**config.mk**
```make
export PLATFORM = sky130hd
export DESIGN_NAME = palette_color_crossfade_unit
export DESIGN_NICKNAME = d
export VERILOG_FILES = /design/src/hdl/pccf_pkg.sv /design/src/hdl/palette_color_crossfade_unit.sv
export SDC_FILE = /design/constraint.sdc
export NUM_CORES = 1
export LEC_CHECK = 0
export ABC_AREA = 1
export BUFFER_PORTS_ARGS = -buffer_cell sky130_fd_sc_hd__buf_4
export CAP_MARGIN = 20
export CORE_ASPECT_RATIO = 0.75
export CORE_MARGIN = 2
export CORE_UTILIZATION = 60
export CTS_BUF_LIST = sky130_fd_sc_hd__clkbuf_8
export CTS_CLUSTER_DIAMETER = 80
export DETAILED_ROUTE_END_ITERATION = 10
export GPL_TIMING_DRIVEN = 0
export MAX_ROUTING_LAYER = met4
export PLACE_DENSITY = 0.88
export SLEW_MARGIN = 10
export SYNTH_ARGS = -nofsm -noshare
export SYNTH_HDL_FRONTEND = slang
export SYNTH_SLANG_ARGS = --single-unit
```
**constraint.sdc**
```tcl
create_clock -name clk_i -period 11.1 [get_ports clk_i]
set_clock_uncertainty 0.2 [all_clocks]
set_input_delay 1.11 -clock clk_i [delete_from_list [all_inputs] [get_ports clk_i]]
set_output_delay 1.11 -clock clk_i [all_outputs]
set_load 0.02 [all_outputs]
```
**src/hdl/pccf_pkg.sv**
```systemverilog
`timescale 1ns / 1ps
// Package for the palette color crossfade unit.
// Holds widths, the controller state type and the fixed palette ROM.
// No dependencies.
package pccf_pkg;

  localparam int unsigned IDX_W         = 3;
  localparam int unsigned FADE_W        = 16;
  localparam int unsigned CHAN_W        = 8;
  localparam int unsigned COLOR_W       = 3 * CHAN_W;
  localparam int unsigned PROD_W        = FADE_W + CHAN_W;
  localparam int unsigned NUM_CHAN      = 6;
  localparam int unsigned CHAN_CNT_W    = 3;
  localparam int unsigned BIT_CNT_W     = 3;
  localparam int unsigned STEP_BITS_DEF = 16;

  localparam logic [FADE_W-1:0] FADE_STEPS_RST = 16'd100;
  localparam logic [IDX_W-1:0]  IDX_WHITE      = 3'd4;

  typedef enum logic [2:0] {
    ST_IDLE,
    ST_LOAD,
    ST_MUL,
    ST_DIV,
    ST_DONE
  } ctrl_state_e;

  function automatic logic [COLOR_W-1:0] pal_primary(input logic [IDX_W-1:0] idx);
    logic [COLOR_W-1:0] c;
    case (idx)
      3'd0:    c = 24'hFF7F00;
      3'd1:    c = 24'hFFFF00;
      3'd2:    c = 24'hFF7F00;
      3'd3:    c = 24'h7FFF00;
      3'd4:    c = 24'hFFFFFF;
      3'd5:    c = 24'h00FFFF;
      3'd6:    c = 24'h7F00FF;
      default: c = 24'hFFFFFF;
    endcase
    return c;
  endfunction

  function automatic logic [COLOR_W-1:0] pal_secondary(input logic [IDX_W-1:0] idx);
    logic [COLOR_W-1:0] c;
    case (idx)
      3'd0:    c = 24'hFF007F;
      3'd1:    c = 24'hFF7F00;
      3'd2:    c = 24'hFF0000;
      3'd3:    c = 24'h00FF7F;
      3'd4:    c = 24'hFFFFFF;
      3'd5:    c = 24'h00FF7F;
      3'd6:    c = 24'h007FFF;
      default: c = 24'h040404;
    endcase
    // White in the secondary table is the dim grey entry.
    if (idx == 3'd4) begin
      c = 24'h040404;
    end
    return c;
  endfunction

  // Channel order: primary red, green, blue, then secondary red, green, blue.
  function automatic logic [CHAN_W-1:0] pal_byte(input logic [IDX_W-1:0] idx,
                                                input logic [CHAN_CNT_W-1:0] chan);
    logic [CHAN_W-1:0]  b;
    logic [COLOR_W-1:0] p;
    logic [COLOR_W-1:0] s;
    p = pal_primary(idx);
    s = pal_secondary(idx);
    case (chan)
      3'd0:    b = p[23:16];
      3'd1:    b = p[15:8];
      3'd2:    b = p[7:0];
      3'd3:    b = s[23:16];
      3'd4:    b = s[15:8];
      default: b = s[7:0];
    endcase
    return b;
  endfunction

endpackage

```
**src/hdl/palette_color_crossfade_unit.sv**
```systemverilog
`timescale 1ns / 1ps
// Top level of the palette color crossfade unit.
// Depends on pccf_pkg for widths, the state type and the palette ROM.

// Each accepted word carries a target palette index and yields one result word.
// A tick that completes a change (step count not below fade_steps) goes from
// idle to the done state, which loads the result register once it is free. A
// tick that interpolates computes six 8-bit channels one after another on one
// shared shift-add multiplier and one restoring divider, each retiring one bit
// per cycle; each channel passes through the load, multiply and divide states.
// A new word is accepted whenever the controller is idle, even while the
// previous result still waits in the output register. fade_steps is written
// through its own valid/ready port, which is always ready.
module palette_color_crossfade_unit
  import pccf_pkg::*;
#(
  parameter int unsigned STEP_BITS = STEP_BITS_DEF
) (
  input  logic               clk_i,
  input  logic               rst_ni,
  input  logic               in_valid_i,
  output logic               in_stall_o,
  input  logic [IDX_W-1:0]   target_index_i,
  input  logic               cfg_valid_i,
  output logic               cfg_ready_o,
  input  logic [FADE_W-1:0]  fade_steps_i,
  output logic               out_valid_o,
  input  logic               out_stall_i,
  output logic [COLOR_W-1:0] primary_color_o,
  output logic [COLOR_W-1:0] secondary_color_o,
  output logic               fading_o
);

  localparam int unsigned CMP_W = (STEP_BITS > FADE_W) ? STEP_BITS : FADE_W;

  ctrl_state_e state_q, state_d;

  logic [FADE_W-1:0]      fade_steps_q;
  logic [IDX_W-1:0]       cur_idx_q;
  logic [STEP_BITS-1:0]   step_cnt_q;
  logic                   out_valid_q;
  logic [COLOR_W-1:0]     primary_q, secondary_q;
  logic                   fading_q;

  logic [IDX_W-1:0]       src_idx_q, tgt_idx_q;
  logic [FADE_W-1:0]      step_op_q;
  logic                   fade_tick_q;
  logic [CHAN_CNT_W-1:0]  chan_q;
  logic [BIT_CNT_W-1:0]   bit_cnt_q;
  logic [CHAN_W-1:0]      base_q, mag_q, dvd_q, quo_q;
  logic                   neg_q;
  logic [PROD_W-1:0]      acc_q;
  logic [FADE_W-1:0]      rem_q;
  logic [2*COLOR_W-1:0]   res_q;

  logic                   accept, out_take, out_load, is_fade, last_bit, last_chan;
  logic [PROD_W-1:0]      acc_d;
  logic [FADE_W:0]        trial;
  logic                   ge;
  logic [FADE_W-1:0]      rem_d;
  logic [CHAN_W-1:0]      quo_d, chan_res;
  logic [CHAN_W-1:0]      byte_a, byte_b;

  assign accept    = in_valid_i && !in_stall_o;
  assign out_take  = out_valid_q && !out_stall_i;
  assign is_fade   = CMP_W'(step_cnt_q) < CMP_W'(fade_steps_q);
  assign last_bit  = bit_cnt_q == BIT_CNT_W'(CHAN_W - 1);
  assign last_chan = chan_q == CHAN_CNT_W'(NUM_CHAN - 1);

  assign byte_a = pal_byte(src_idx_q, chan_q);
  assign byte_b = pal_byte(tgt_idx_q, chan_q);

  // Shift-add multiply, most significant multiplier bit first.
  assign acc_d = {acc_q[PROD_W-2:0], 1'b0} + (mag_q[CHAN_W-1] ? PROD_W'(step_op_q) : '0);

  // Restoring division step; the partial remainder always stays below fade_steps.
  assign trial = {rem_q, dvd_q[CHAN_W-1]};
  assign ge    = trial >= {1'b0, fade_steps_q};
  assign rem_d = ge ? FADE_W'(trial - {1'b0, fade_steps_q}) : trial[FADE_W-1:0];
  assign quo_d = {quo_q[CHAN_W-2:0], ge};

  // A negative difference rounds toward minus infinity: subtract one more on a remainder.
  assign chan_res = neg_q ? (base_q - quo_d - CHAN_W'(rem_d != '0)) : (base_q + quo_d);

  always_comb begin
    state_d    = state_q;
    in_stall_o = 1'b1;
    out_load   = 1'b0;
    case (state_q)
      ST_IDLE: begin
        in_stall_o = 1'b0;
        if (accept) begin
          state_d = is_fade ? ST_LOAD : ST_DONE;
        end
      end
      ST_LOAD: begin
        state_d = ST_MUL;
      end
      ST_MUL: begin
        if (last_bit) begin
          state_d = ST_DIV;
        end
      end
      ST_DIV: begin
        if (last_bit) begin
          state_d = last_chan ? ST_DONE : ST_LOAD;
        end
      end
      ST_DONE: begin
        if (!out_valid_q || !out_stall_i) begin
          out_load = 1'b1;
          state_d  = ST_IDLE;
        end
      end
      default: begin
        state_d = ST_IDLE;
      end
    endcase
  end

  always_ff @(posedge clk_i or negedge rst_ni) begin
    if (!rst_ni) begin
      state_q      <= ST_IDLE;
      fade_steps_q <= FADE_STEPS_RST;
      cur_idx_q    <= IDX_WHITE;
      step_cnt_q   <= '0;
      out_valid_q  <= 1'b0;
    end else begin
      state_q <= state_d;
      if (cfg_valid_i) begin
        fade_steps_q <= fade_steps_i;
      end
      if (accept) begin
        if (is_fade) begin
          step_cnt_q <= step_cnt_q + STEP_BITS'(1);
        end else begin
          step_cnt_q <= '0;
          cur_idx_q  <= target_index_i;
        end
      end
      if (out_load) begin
        out_valid_q <= 1'b1;
      end else if (out_take) begin
        out_valid_q <= 1'b0;
      end
    end
  end

  always_ff @(posedge clk_i) begin
    case (state_q)
      ST_IDLE: begin
        if (accept) begin
          src_idx_q   <= cur_idx_q;
          tgt_idx_q   <= target_index_i;
          step_op_q   <= FADE_W'(step_cnt_q);
          fade_tick_q <= is_fade;
          chan_q      <= '0;
          res_q       <= {pal_primary(target_index_i), pal_secondary(target_index_i)};
        end
      end
      ST_LOAD: begin
        base_q    <= byte_a;
        neg_q     <= byte_b < byte_a;
        mag_q     <= (byte_b < byte_a) ? (byte_a - byte_b) : (byte_b - byte_a);
        acc_q     <= '0;
        bit_cnt_q <= '0;
      end
      ST_MUL: begin
        acc_q     <= acc_d;
        mag_q     <= {mag_q[CHAN_W-2:0], 1'b0};
        bit_cnt_q <= bit_cnt_q + BIT_CNT_W'(1);
        if (last_bit) begin
          // The quotient fits in one byte, so the upper product bits seed the remainder.
          rem_q <= acc_d[PROD_W-1:CHAN_W];
          dvd_q <= acc_d[CHAN_W-1:0];
          quo_q <= '0;
        end
      end
      ST_DIV: begin
        rem_q     <= rem_d;
        quo_q     <= quo_d;
        dvd_q     <= {dvd_q[CHAN_W-2:0], 1'b0};
        bit_cnt_q <= bit_cnt_q + BIT_CNT_W'(1);
        if (last_bit) begin
          res_q  <= {res_q[2*COLOR_W-CHAN_W-1:0], chan_res};
          chan_q <= chan_q + CHAN_CNT_W'(1);
        end
      end
      ST_DONE: begin
        if (out_load) begin
          primary_q   <= res_q[2*COLOR_W-1:COLOR_W];
          secondary_q <= res_q[COLOR_W-1:0];
          fading_q    <= fade_tick_q;
        end
      end
      default: begin
      end
    endcase
  end

  assign cfg_ready_o       = 1'b1;
  assign out_valid_o       = out_valid_q;
  assign primary_color_o   = primary_q;
  assign secondary_color_o = secondary_q;
  assign fading_o          = fading_q;

endmodule

```
== After elaboration in Yosys (flattened, before gate mapping) ==
Index checks and enable logic that the tools add are counted.
Word-level totals
  flip-flop bits (word level): 236
  latch bits: 0
  RAM bits: 0
  memory bits (read-only): 0
  input bits: 24
  output and inout bits: 52
  word-level logic and storage cells: 140
  memories kept: 0
Operators by class
  add/sub/neg operators: 10
  $mul: 0
  divide/modulo/power cells: 0
  order comparisons: 3
  equality and inequality tests: 32
  shift operators: 0
  multiplexer cells: 43
  bitwise logic cells: 1
  reductions and logical operators: 29
Operators with widths (count)
  $pmux W24 S5: 6
  $mux W48: 2
  $pmux W48 S2: 1
  $pmux W8 S5: 2
  $mux W24: 3
  $mux W16: 4
  $pmux W23 S2: 1
  $eq A3 B3 Y1 const B: 13
  $pmux W16 S2: 1
  $pmux W8 S2: 2
  $eq A3 B2 Y1 const B: 10
  $add A24 B16 Y24: 1
  $mux W3: 8
  $mux W8: 3
  $sub A8 B8 Y8: 3
  $ge A17 B16 Y1: 1
  $add A16 B1 Y16 const B: 1
  $lt A16 B16 Y1: 1
  $reduce_bool A16 Y1: 1
  $sub A16 B16 Y16: 1
  $eq A3 B1 Y1 const B: 5
  $logic_not A3 Y1: 5
  $pmux W3 S5: 1
  $pmux W7 S2: 1
  17 further kinds: 41

== Longest topological paths before layout ==
  word-level depth: 8
  gate-level depth with buffers: 32
  gate-level depth less buffers: 32

== Worst setup path before layout ==
OpenSTA, ideal clock, no wires.
  path kind: reg2reg
  start: register state_q[2]
  end: register chan_q[0] (enable)
  library setup time: 0.530 ns
  arrival: 4.716 ns
  required time: 10.370 ns
  path slack: 5.653 ns
  stages on the path, launching flop included: 5
  buffers on the path: 1
  clock period less this slack: 5.447 ns
  path through: dfrtp_1 > nor3_2 > inv_2 > clkbuf_1 > o21ai_0
Between the ends
  longest elaborated chain between the ends: 4
  elaborated cells on any way between the ends: 7
  those cells by class: eq/ne: 3; reduce/logical: 4
RTL lines
  from (decl): line palette_color_crossfade_unit.sv:36  | ctrl_state_e state_q, state_d;
  from (signal assigned): line palette_color_crossfade_unit.sv:129  | state_q <= state_d;
  $logic_not A3 Y1: line palette_color_crossfade_unit.sv:89, palette_color_crossfade_unit.sv:150
  $logic_and A1 B1 Y1: line palette_color_crossfade_unit.sv:64  | assign accept = in_valid_i && !in_stall_o;
  $ne A2 B2 Y1 (no source line)
  $reduce_and A3 Y1 (no source line) (*)
  to (signal assigned): line palette_color_crossfade_unit.sv:186  | chan_q <= chan_q + CHAN_CNT_W'(1);
  to (decl): line palette_color_crossfade_unit.sv:48  | logic [CHAN_CNT_W-1:0] chan_q;
Every way passes the cells marked *; elsewhere a longest branch is shown, timed or not.
A chain may end at the register's enable or synchronous reset.

== Final worst setup path ==
  start: register fade_steps_q[2]
  end: register res_q[6] (data pin)
Between the ends
  longest elaborated chain between the ends: 7
  elaborated cells on any way between the ends: 10
  those cells by class: add/sub: 4; order compare: 1; mux: 4; reduce/logical: 1
RTL lines
  from (decl): line palette_color_crossfade_unit.sv:38  | logic [FADE_W-1:0] fade_steps_q;
  from (signal assigned): line palette_color_crossfade_unit.sv:131  | fade_steps_q <= fade_steps_i;
  parallel branches: the longest is 4 deep, another holds $ge A17 B16 Y1
  $mux W8 (*): line palette_color_crossfade_unit.sv:83  | assign chan_res = neg_q ? (base_q - quo_d - CHAN_W'(rem_d != '0)) : (base_q + quo_d);
  $mux W48 (*): line palette_color_crossfade_unit.sv:184  | if (last_bit) begin
  $pmux W48 S2 (*): line palette_color_crossfade_unit.sv:150  | case (state_q)
  to (signal assigned): line palette_color_crossfade_unit.sv:158  | res_q <= {pal_primary(target_index_i), pal_secondary(target_index_i)};
  to (signal assigned): line palette_color_crossfade_unit.sv:185  | res_q <= {res_q[2*COLOR_W-CHAN_W-1:0], chan_res};
  to (decl): line palette_color_crossfade_unit.sv:54  | logic [2*COLOR_W-1:0] res_q;
Every way passes the cells marked *. The select of a mux whose other input is x is not followed.

==> results.toml <==
[setup_path]
rrSetupSlack_ns = 6.30
criticalPathCategory = "reg -> reg"
start_kind = "flip-flop"
cp.required_ns = 11.19
cp.arrival_ns = 4.88
crit_slowest_cell = "dfstp_2"
critical_path.max_fanout = 10
r2r_cells = 29
worstReg2RegStart = "fade_steps_q[2]$_DFFE_PN1P_"
cpMostUsedCell = "nand2_1"
end_kind = "flip-flop"
critPathMaxStageDelay_ns = 0.52
worstReg2RegEnd = "res_q[6]$_DFFE_PP_"

[placed_design]
gp_congestion = 0.973
dp_hpwl_mm = 24.5
port_buffers = 74

[cells_and_area]
area_growth_pct = 13.0
final_common_cell = "nand2_1"
final-seq-area_um2 = 6750
final_util_pct = 68.6
fillers = 1584
multi_input_area_um2 = 5580
antenna-diode-count = 0
final_nets = 1731
layout_common_cells = "nand2_1 (412), inv_1 (231), edfxtp_1 (192), nor2_1 (124)"
final_layout_size_suffix_gt1_share_pct = 11.8

[pwr]
cellPowerDensity_nw_per_um2 = 312
peakVddDrop_mv = 0.205
internal_power_mw = 2.52
pwr-share-comb_pct = 53.3
p_sw_share_pct = 46.3
clockPowerShare_pct = 14.4
power.switching_mw = 2.17
sequentialPowerShare_pct = 32.3
p_leak_nw = 6.99

[yosys]
syn_inst = 1494
synth_ff_type = "edfxtp_1"
synth_warnings = 0
synth_nets = 1611
synth_edf_count = 192
synth_seq_area_share_pct = 50.7
avgSynthCellArea_um2 = 8.91
synth_area_um2 = 13300
ys_types = 57
async_reset_ff_share_pct = 16.9
synth-seq-cells = 231

[cts]
postCtsResizedCells = 0
cts_setup_buffers = 0
hold_buffers = 0
cts_buffer_depth = 3
cts_max_level = 2
clock_sink_count = 231
clk_pin_slew_worst_paths_ns = 0.06
clk_latency_ns = 0.55
cts_root_buf = "clkbuf_8"
cts_buffers = 37
tritoncts = "built"

[drt]
firstDrtPassIters = 5
drc = 0
drt_iter0_drc = 1313
routed_wl_mm = 33.1
vias_per_cell = 5.64
wire_per_inst_um = 17.1
route.antenna.remaining_nets = 0
via_count = 10900

[timing]
max_slew_margin_pct = 41.3
hold_viol = 0
fin_crit_ns = 4.80
setup_tns_ns = 0
holdWs_ns = 0.217
finalCritPeriodShare_pct = 43.2
setup_viol = 0
slew_viol_final = 0
max_freq_mhz = 208
worst-slew-pin-transition_ns = 0.872
rsz0062_at_grt = "no"

[outcome]
outcome = "finished, final reports clean"

[floorplan]
row_count = 47
coreArea_um2 = 21900
die_w_um = 176
dieArea_um2 = 23400
initial_core_util_pct = 60.7
die_h_um = 133
ios = 76

[hold_path]
hp-start = "res_q[45]$_DFFE_PP_"
min_path_cells = 0
min_to = "primary_color_o[21]$_DFFE_PP_"
hold_class = "reg -> reg"

[job]
max_cap_violations = 0

[global_routing]
grt_remaining_overflow = 0
grt_pass1_wl_mm = 52.7
grt_use_total_pct = 29.5
grt_pass1_vias = 10600
grt_max_degree = 40
antenna_found_initial = 1
[cell type report]
type	instances	area share, %
plain buffers	28	0.990
clock buffers	39	3.57
clock inverters	27	0.832
inverters	229	5.72
multi-input cells	1006	37.1
flip-flops and latches	231	44.9
well taps	294	2.45
repair buffers	81	4.47
[metal layers]
layer | global-route usage (%) | share of wire, % | wire, µm | up-vias
met5 | - | 0 | 0 | -
met4 | 10.6 | 2.8 | 932 | 0
met3 | 6.18 | 9.7 | 3200 | 77
met2 | 43.4 | 44 | 14600 | 587
met1 | 40.8 | 43 | 14300 | 5103
li1 | - | - | - | 5146
[power by group through the flow]
stage | Sequential, mW | Clock [mW] | Combinational, mW
floorplan | 1.48 | 0 | 1.78
global placement | 1.53 | 0 | 2.25
detailed placement | 1.52 | 0 | 2.41
CTS | 1.51 | 0.682 | 2.44
global route | 1.53 | 0.722 | 2.78
finish | 1.51 | 0.676 | 2.50
[cells in the mapped netlist, types with 2 or more instances]
cell type  instances  share of area, %
nand3_1           63               2.4
o31ai_1            6              0.34
a21oi_1           60               2.3
and2_1             5              0.24
o21ai_1            3              0.11
nor3b_1            2              0.11
inv_2              6              0.17
inv_1            222               6.3
or2_2              3              0.14
nor2_1           125               3.5
a31oi_1            4              0.19
nand2_2           14              0.66
nor2_4             4              0.34
clkbuf_1          18              0.51
o21bai_1           3              0.17
nand2_1          412                12
dfstp_2            4              0.79
xor2_1            18               1.2
edfxtp_1         192                43
o211ai_1           4              0.23
nand3b_1          11              0.62
nor3_2             2              0.15
o22ai_1            2             0.094
nand3_2            5              0.38
nand4_1           15              0.71
nor2_2             9              0.42
ha_1              81               7.6
buf_2              3              0.11
buf_4              2              0.11
a21o_1             3              0.17
nor4_1             4              0.19
fa_1              12               1.8
nor3_1            19              0.71
buf_6              2              0.17
dfrtp_1           35               6.6
xnor2_1           14              0.92
o21ai_0           83               3.1
o22a_1             2              0.13
o21a_1             4              0.23
[registers in the layout, indices dropped and copies added, names as in the netlist, 7 cells and up]
name               count
acc_q                 23
dvd_q                  8
fade_steps_q          16
mag_q                  8
primary_color_o       24
quo_q                  7
rem_q                 16
res_q                 48
secondary_color_o     24
step_cnt_q            16
step_op_q             16
[worst max path at each step]
stage,start,endpoint,slack [ns],depth (start not counted)
after floorplan,state_q[2]$_DFFE_PN0P_,chan_q[0]$_SDFFCE_PN0P_,5.65,4
after global placement,state_q[2]$_DFFE_PN0P_,res_q[45]$_DFFE_PP_,3.59,4
after detailed placement,fade_steps_q[2]$_DFFE_PN1P_,res_q[6]$_DFFE_PP_,6.45,30
after CTS,fade_steps_q[2]$_DFFE_PN1P_,res_q[6]$_DFFE_PP_,6.38,30
after global routing,fade_steps_q[12]$_DFFE_PN0P_,res_q[6]$_DFFE_PP_,5.88,31
final,fade_steps_q[2]$_DFFE_PN1P_,res_q[6]$_DFFE_PP_,6.30,29
[kinds of logic after synthesis]
family / Yosys count / synth area share (%)
other cells: 1 / 0.0282
flops: 231 / 50.7
xor+xnor: 32 / 2.11
simple gates: 698 / 22.6
fa+ha+maj: 93 / 9.42
compound gates: 182 / 7.54
buf+inv: 257 / 7.58
[worst max-delay path, delay by kind of cell, from the launching register on]
kind                     cells  cell delay, ns
AND/OR/NAND/NOR             18            1.93
adder cells (fa/ha/maj)      4            1.23
flip-flops                   1            0.52
AO/OA/AOI/OAI                4            0.42
buffers and inverters        3            0.23
[metrics by stage]
step                      cell area, µm²  setup WS (ns)  instances  power, mW
after floorplan                    13300           5.65       1494       3.26
after global placement             14200           3.59       1862       3.78
after detailed placement           14400           6.45       1869       3.93
after CTS                          15000           6.38       1935       4.63
after global routing               15000           5.88       1935       5.04
final                              15000           6.30       1935       4.69
(Power assumes the default switching activity.)
